===== src/rtl/sirb_pkg.sv =====
// ----------------------------------------------------------------------------
// sirb_pkg: shared types and constants for the range-bound identifier parser
// Holds the character codes, the character class type and the parser state
// and result records passed between the top level and the step logic.
// ----------------------------------------------------------------------------
package sirb_pkg;

  // Character codes that the parser recognises.
  localparam logic [7:0] CHAR_DASH = 8'h2D;
  localparam logic [7:0] CHAR_PLUS = 8'h2B;
  localparam logic [7:0] CHAR_ZERO = 8'h30;
  localparam logic [7:0] CHAR_NINE = 8'h39;

  localparam int unsigned VALUE_W = 64;
  localparam logic [VALUE_W-1:0] VALUE_MAX = {VALUE_W{1'b1}};

  // Saturating character count: two means "more than one".
  localparam logic [1:0] CHARS_MANY = 2'd2;

  // Class of the first character of an identifier.
  typedef enum logic [1:0] {
    CLS_OTHER = 2'd0,
    CLS_DASH  = 2'd1,
    CLS_PLUS  = 2'd2
  } char_class_t;

  // Parser state carried from one character to the next.
  typedef struct packed {
    logic               after_dash;
    logic [VALUE_W-1:0] millis_acc;
    logic [VALUE_W-1:0] sequence_acc;
    logic               bad_seen;
    char_class_t        first_class;
    logic [1:0]         chars_seen;
    logic               seq_digit_seen;
  } parse_state_t;

  // One parsed identifier.
  typedef struct packed {
    logic [VALUE_W-1:0] millis_value;
    logic [VALUE_W-1:0] sequence_value;
    logic               id_valid;
  } parse_result_t;

endpackage


===== src/rtl/sirb_step.sv =====
// ----------------------------------------------------------------------------
// sirb_step: one-character step of the identifier parser
// Purely combinational. Takes the current parser state and one character and
// returns the next state and, for the last character, the parsed result.
// ----------------------------------------------------------------------------
module sirb_step (
  input  sirb_pkg::parse_state_t  state_cur,
  input  logic [7:0]              char_byte,
  input  logic                    last_char,
  input  logic                    bound_is_start,
  output sirb_pkg::parse_state_t  state_nxt,
  output sirb_pkg::parse_result_t result
);
  import sirb_pkg::*;

  logic               is_dash;
  logic               is_plus;
  logic               is_digit;
  logic [VALUE_W-1:0] acc_sel;
  logic [VALUE_W-1:0] acc_prod;
  logic [VALUE_W-1:0] digit_val;
  parse_state_t       upd;

  // Classify the character.
  assign is_dash  = (char_byte == CHAR_DASH);
  assign is_plus  = (char_byte == CHAR_PLUS);
  assign is_digit = (char_byte >= CHAR_ZERO) && (char_byte <= CHAR_NINE);

  // The low nibble of an ASCII digit is its value.
  assign digit_val = {{(VALUE_W-4){1'b0}}, char_byte[3:0]};

  // Times ten as a shift-add on whichever part is being built, wrapping.
  assign acc_sel  = state_cur.after_dash ? state_cur.sequence_acc : state_cur.millis_acc;
  assign acc_prod = (acc_sel << 3) + (acc_sel << 1) + digit_val;

  // Fold the character into the state.
  always_comb begin
    upd = state_cur;
    if (state_cur.chars_seen == 2'd0) begin
      if (is_dash) begin
        upd.first_class = CLS_DASH;
      end else if (is_plus) begin
        upd.first_class = CLS_PLUS;
      end else begin
        upd.first_class = CLS_OTHER;
      end
    end
    if (is_dash) begin
      if (state_cur.after_dash || (state_cur.chars_seen == 2'd0)) begin
        upd.bad_seen = 1'b1;
      end
      upd.after_dash = 1'b1;
    end else if (is_digit) begin
      if (state_cur.after_dash) begin
        upd.sequence_acc   = acc_prod;
        upd.seq_digit_seen = 1'b1;
      end else begin
        upd.millis_acc = acc_prod;
      end
    end else begin
      upd.bad_seen = 1'b1;
    end
    if (state_cur.chars_seen != CHARS_MANY) begin
      upd.chars_seen = state_cur.chars_seen + 2'd1;
    end
  end

  // Judge the identifier as it stands after this character.
  always_comb begin
    result = '0;
    priority if ((upd.chars_seen == 2'd1) && (upd.first_class == CLS_DASH)) begin
      result.id_valid = bound_is_start;
    end else if ((upd.chars_seen == 2'd1) && (upd.first_class == CLS_PLUS)) begin
      result.id_valid = !bound_is_start;
      if (!bound_is_start) begin
        result.millis_value   = VALUE_MAX;
        result.sequence_value = VALUE_MAX;
      end
    end else if (upd.bad_seen) begin
      result.id_valid = 1'b0;
    end else if (upd.after_dash) begin
      result.id_valid = upd.seq_digit_seen;
      if (upd.seq_digit_seen) begin
        result.millis_value   = upd.millis_acc;
        result.sequence_value = upd.sequence_acc;
      end
    end else begin
      result.id_valid       = 1'b1;
      result.millis_value   = upd.millis_acc;
      result.sequence_value = bound_is_start ? '0 : VALUE_MAX;
    end
  end

  // The state starts afresh after the last character.
  assign state_nxt = last_char ? '0 : upd;

endmodule


===== src/rtl/stream_id_range_bound_parser.sv =====
// ----------------------------------------------------------------------------
// stream_id_range_bound_parser: range-bound stream identifier parser
// Parses "<millis>-<seq>", "<millis>", "-" or "+" one character per beat.
// ----------------------------------------------------------------------------
// Usage:
// The input channel carries one character per beat with a last mark and a
// start/end bound flag. Each beat is held in an input register; from there
// the step logic folds it into the parser state (one 64-bit multiply by
// ten as a shift-add) and, on the last character, loads the result register.
// The output channel gives one beat per identifier: millisecond part,
// sequence part and a valid flag; both parts read zero when invalid.
// A result passes from the input register through the step logic into the
// result register before it is presented on the output ports.
// Throughput: one character per cycle, set by the single step stage.
// A character without the last mark never waits on the output side. When the
// result register is full and stalled, a last character holds in the input
// register and in_stall rises until the result is taken.
// Reset clears the parser state and both valid flags; there is no start-up
// sweep and the first beat may be sent straight after reset.
// ----------------------------------------------------------------------------
module stream_id_range_bound_parser (
  input  logic                              clk,
  input  logic                              rst_n,
  input  logic                              in_valid,
  output logic                              in_stall,
  input  logic [7:0]                        in_char_byte,
  input  logic                              in_last_char,
  input  logic                              in_bound_is_start,
  output logic                              out_valid,
  input  logic                              out_stall,
  output logic [sirb_pkg::VALUE_W-1:0]      out_millis_value,
  output logic [sirb_pkg::VALUE_W-1:0]      out_sequence_value,
  output logic                              out_id_valid
);
  import sirb_pkg::*;

  logic          in_vld_r;
  logic [7:0]    char_r;
  logic          last_r;
  logic          start_r;
  logic          advance;
  logic          out_vld_r;
  logic          out_vld_nxt;
  parse_state_t  state_r;
  parse_state_t  state_nxt;
  parse_result_t result_nxt;
  parse_result_t result_r;

  // The held beat moves on unless it is a last character blocked by a full,
  // stalled result register.
  assign advance  = in_vld_r && (!last_r || !out_vld_r || !out_stall);
  assign in_stall = in_vld_r && !advance;

  // Input register.
  always_ff @(posedge clk) begin
    if (!rst_n) begin
      in_vld_r <= 1'b0;
    end else if (!in_stall) begin
      in_vld_r <= in_valid;
    end
  end

  always_ff @(posedge clk) begin
    if (in_valid && !in_stall) begin
      char_r  <= in_char_byte;
      last_r  <= in_last_char;
      start_r <= in_bound_is_start;
    end
  end

  // Step logic.
  sirb_step u_step (
    .state_cur      (state_r),
    .char_byte      (char_r),
    .last_char      (last_r),
    .bound_is_start (start_r),
    .state_nxt      (state_nxt),
    .result         (result_nxt)
  );

  // Parser state.
  always_ff @(posedge clk) begin
    if (!rst_n) begin
      state_r <= '0;
    end else if (advance) begin
      state_r <= state_nxt;
    end
  end

  // Result register.
  always_comb begin
    out_vld_nxt = out_vld_r && out_stall;
    if (advance && last_r) begin
      out_vld_nxt = 1'b1;
    end
  end

  always_ff @(posedge clk) begin
    if (!rst_n) begin
      out_vld_r <= 1'b0;
    end else begin
      out_vld_r <= out_vld_nxt;
    end
  end

  always_ff @(posedge clk) begin
    if (advance && last_r) begin
      result_r <= result_nxt;
    end
  end

  assign out_valid          = out_vld_r;
  assign out_millis_value   = result_r.millis_value;
  assign out_sequence_value = result_r.sequence_value;
  assign out_id_valid       = result_r.id_valid;

  // A waiting result is never overwritten.
  a_no_overwrite: assert property (@(posedge clk) disable iff (!rst_n)
    (out_vld_r && out_stall) |-> !(advance && last_r))
    else $error("result register overwritten while stalled");

  // The parser state is cleared after each last character.
  a_state_cleared: assert property (@(posedge clk) disable iff (!rst_n)
    (advance && last_r) |=> (state_r.chars_seen == 2'd0) && !state_r.after_dash)
    else $error("parser state not cleared after last character");

  // An invalid identifier carries zero values.
  a_invalid_zero: assert property (@(posedge clk) disable iff (!rst_n)
    (out_vld_r && !out_id_valid) |->
      (out_millis_value == '0) && (out_sequence_value == '0))
    else $error("invalid result with non-zero values");

  // The character count saturates at two.
  a_count_sat: assert property (@(posedge clk) disable iff (!rst_n)
    state_r.chars_seen != 2'd3)
    else $error("character count past saturation");

  // A beat that is not the last character is never held back.
  a_nonlast_flows: assert property (@(posedge clk) disable iff (!rst_n)
    (in_vld_r && !last_r) |-> advance)
    else $error("non-last character stalled");

endmodule


===== config.mk =====
export PLATFORM = sky130hd
export DESIGN_NAME = stream_id_range_bound_parser
export DESIGN_NICKNAME = d
export VERILOG_FILES = /design/src/rtl/sirb_pkg.sv /design/src/rtl/sirb_step.sv /design/src/rtl/stream_id_range_bound_parser.sv
export SDC_FILE = /design/constraint.sdc
export NUM_CORES = 1
export LEC_CHECK = 0
export BUFFER_PORTS_ARGS = -buffer_cell sky130_fd_sc_hd__buf_2
export CAP_MARGIN = 0
export CORE_MARGIN = 4
export CORE_UTILIZATION = 40
export CTS_BUF_LIST = sky130_fd_sc_hd__clkbuf_8
export CTS_CLUSTER_DIAMETER = 150
export DETAILED_ROUTE_END_ITERATION = 10
export SLEW_MARGIN = 20
export SYNTH_ARGS = -nofsm -noshare
export SYNTH_HDL_FRONTEND = slang
export SYNTH_SLANG_ARGS = --single-unit

===== constraint.sdc =====
create_clock -name clk -period 6.5 [get_ports clk]
set_input_delay 0.65 -clock clk [delete_from_list [all_inputs] [get_ports clk]]
set_output_delay 0.65 -clock clk [all_outputs]
set_load 0.05 [all_outputs]

==> summary.txt <==
Status
  • Status: finished clean

Detailed routing
  • Initial DRC Count: 1067
  • Met2 wire len: 24240 um
  • Post-Route WL: 54920 um
  • DR top layer: met4
  • Antenna viol nets, final: 0
  • Drt wl/cell: 22.27 um
  • First drt pass iteration count: 7
  • Avg Vias per Cell: 5.921
  • DRC: 0
  • Via count: 14600
  • M1 WL: 25460 um
  • Routed met3 length: 3720 um

Finish
  • Final Core Density: 45.90%
  • Final Net Count: 2026
  • Area delta synth->final: 13.02%
  • Number of diodes: 0
  • Commonest cells after routing, fill and taps aside: 174 x nand2_1, 155 x o21ai_0, 144 x buf_2
  • Layout fillers: 4040
  • Share of cells above drive strength 1: 18.79%
  • Non-filler cells, final: 2466
  • Final Cell Area: 19290 um2
  • Most common cell after layout, fill and taps aside: nand2_1

STA
  • Clock skew: 49.02 ps
  • WHS: 178.5 ps
  • Tmin final: 5395 ps
  • Worst-Margin Slew: 1132 ps
  • Final hold viol count: 0
  • Setup TNS: 0 ps
  • Max Clock Freq: 185.3 MHz
  • Finish-stage setup viols: 0
  • Slew HR: 23.59%
  • Unrepaired setup endpoints after global routing: no
  • Setup WS post-layout: 1105 ps
  • Final worst path period share: 83.00%
  • Pins Over Slew Limit: 0

Power
  • Cell Pwr Density: 197.5 nW/um2
  • Pwr Total: 3.811 mW
  • P_leak: 7.794 nW
  • Max VDD drop: 0.1002 mV

Clocking
  • Clock Tree Buf Depth: 3
  • Clock root buffer: clkbuf_8
  • TritonCTS Buffers: 49
  • Post-cts sizing count: 0
  • CTS clk-pin slew, worst paths: 60 ps
  • Clock tree sinks: 274
  • Cts hold-fix bufs: 0
  • H-tree depth: 2
  • Setup bufs post-CTS: 0
  • CTS tree: yes
  • Worst-skew pair later-pin latency: 660 ps

Floorplanning
  • Core area: 42040 um2
  • Io pins: 145
  • Die ar.: 46050 um2
  • Die height: 214.6 um
  • DIE WIDTH: 214.6 um
  • Initial Util: 40.61%
  • Number of core rows: 75

Synth
  • Syn. warnings: 0
  • Post-synth top area share: 24.45%
  • Syn Nets: 1929
  • Top_reg_cell synth: edfxtp_1
  • Number of flops mapped to enable cells by yosys: 139
  • Mapped cell area: 17070 um2
  • Synth area leaders: edfxtp_1 24%, dfxtp_1 16%, ha_1 9.1%
  • Most area-hungry cell type in the Yosys netlist: edfxtp_1
  • Avg Cell Area, Syn: 9.543 um2
  • Synth cell types: 84
  • Async SR Flop Fraction: 0%
  • Synthesized flop and latch total: 274
  • Mapped Cells: 1789
  • Post-synthesis sequential area ratio: 40.28%

Worst setup path
  • Crit path launch type: register
  • CP max FO: 39
  • Worst EP arrival: 5720 ps
  • Critical path class: reg -> reg
  • R2R setup slack: 1100 ps
  • Data required, critical path: 6830 ps
  • CP endpoint kind: register

Place
  • Post-DP Area: 18220 um2
  • GP Congestion: 0.9362
  • Dpl hpwl: 37890 um
  • # placed instances: 2374
  • Pre-CTS setup slack: 1178 ps
  • Port Buffers: 144

Flow run
  • Max cap viols: 0

GRT
  • Gr usage total: 22.96%
  • First-pass GRT wire length: 84600 um
  • Grt ovf: 0
  • Vias in the first global route: 14240
  • Largest net degree at the start of global routing: 93
  • Antenna violations before repair: 0

Hold path
  • Worst hold path class: in -> reg
## routing by layer
layer | GRT usage, % | vias to the layer above
met2 | 35.72 | 539
met4 | 6.894 | 0
li1 | - | 6876
met5 | 0 | -
met1 | 32.04 | 7091
met3 | 5.172 | 96
## sequential cells by signal, indices dropped and copies added, names as in the netlist
register and count:
state_r 133, out_millis_value 64, out_sequence_value 64, char_r 8, in_vld_r 1, last_r 1
out_id_valid 1, out_valid 1, start_r 1
## worst paths after layout
| kind | start | endpoint | cells after the start |
|---|---|---|---|
| hold reg to reg | state_r[129] | state_r[129] | 2 |
| setup reg to reg | state_r[134] | out_millis_value[59] | 13 |
| hold / removal | in_last_char | last_r | 1 |
| setup / recovery | state_r[134] | out_millis_value[59] | 13 |
## power by group
group	switching (mW)	internal (mW)
clock network	0.796	0.982
registers	0.0107	1.83
logic	0.151	0.0359
## cell families after synthesis
| logic type | share of synthesized area [%] |
|---|---|
| compound gates | 21.54 |
| simple gates | 14.67 |
| mux | 7.629 |
| fa+ha+maj | 9.322 |
| flops | 40.28 |
| buf+inv | 3.430 |
| xor+xnor | 3.129 |
## area by class of cell
class	count	area (um2)	share of cell area, %
multi-input cells	1367	9666	50.09
repair buffers	169	908.4	4.708
clock buffers	58	798.3	4.137
inverters	25	96.34	0.4993
clock inverters	34	274.0	1.420
flip-flops and latches	274	6878	35.65
well taps	539	674.4	3.495
## Yosys cell counts, types with 7 or more instances
cell type,instances
a211oi_1,13
a21boi_0,7
a21o_1,21
a21oi_1,117
a22o_1,17
a22oi_1,56
a31oi_1,28
a32o_1,8
and2_1,17
and3_1,20
buf_1,13
buf_2,24
clkbuf_1,86
dfxtp_1,135
edfxtp_1,139
ha_1,124
inv_1,25
mux2_2,64
mux2i_1,57
nand2_1,175
nand2b_1,10
nand3_1,37
nand4_1,24
nor2_1,83
nor2b_1,68
nor3_1,33
o21a_1,18
o21ai_0,156
o21ai_1,23
o21bai_1,14
o31ai_1,10
or3_1,7
xnor2_1,28
xor2_1,33
## worst max-delay path, stage by stage (launching register included)
cell	delay [ps]
dfxtp_2	1030
buf_4	490
mux2_2	430
ha_1	300
ha_1	470
nand4_1	420
nand2b_1	290
o22ai_1	360
o21ai_0	220
o221a_2	290
o31ai_4	90
mux2_1	380
a31oi_1	200
o21ai_1	90
Power figures use the tool's default switching activity.
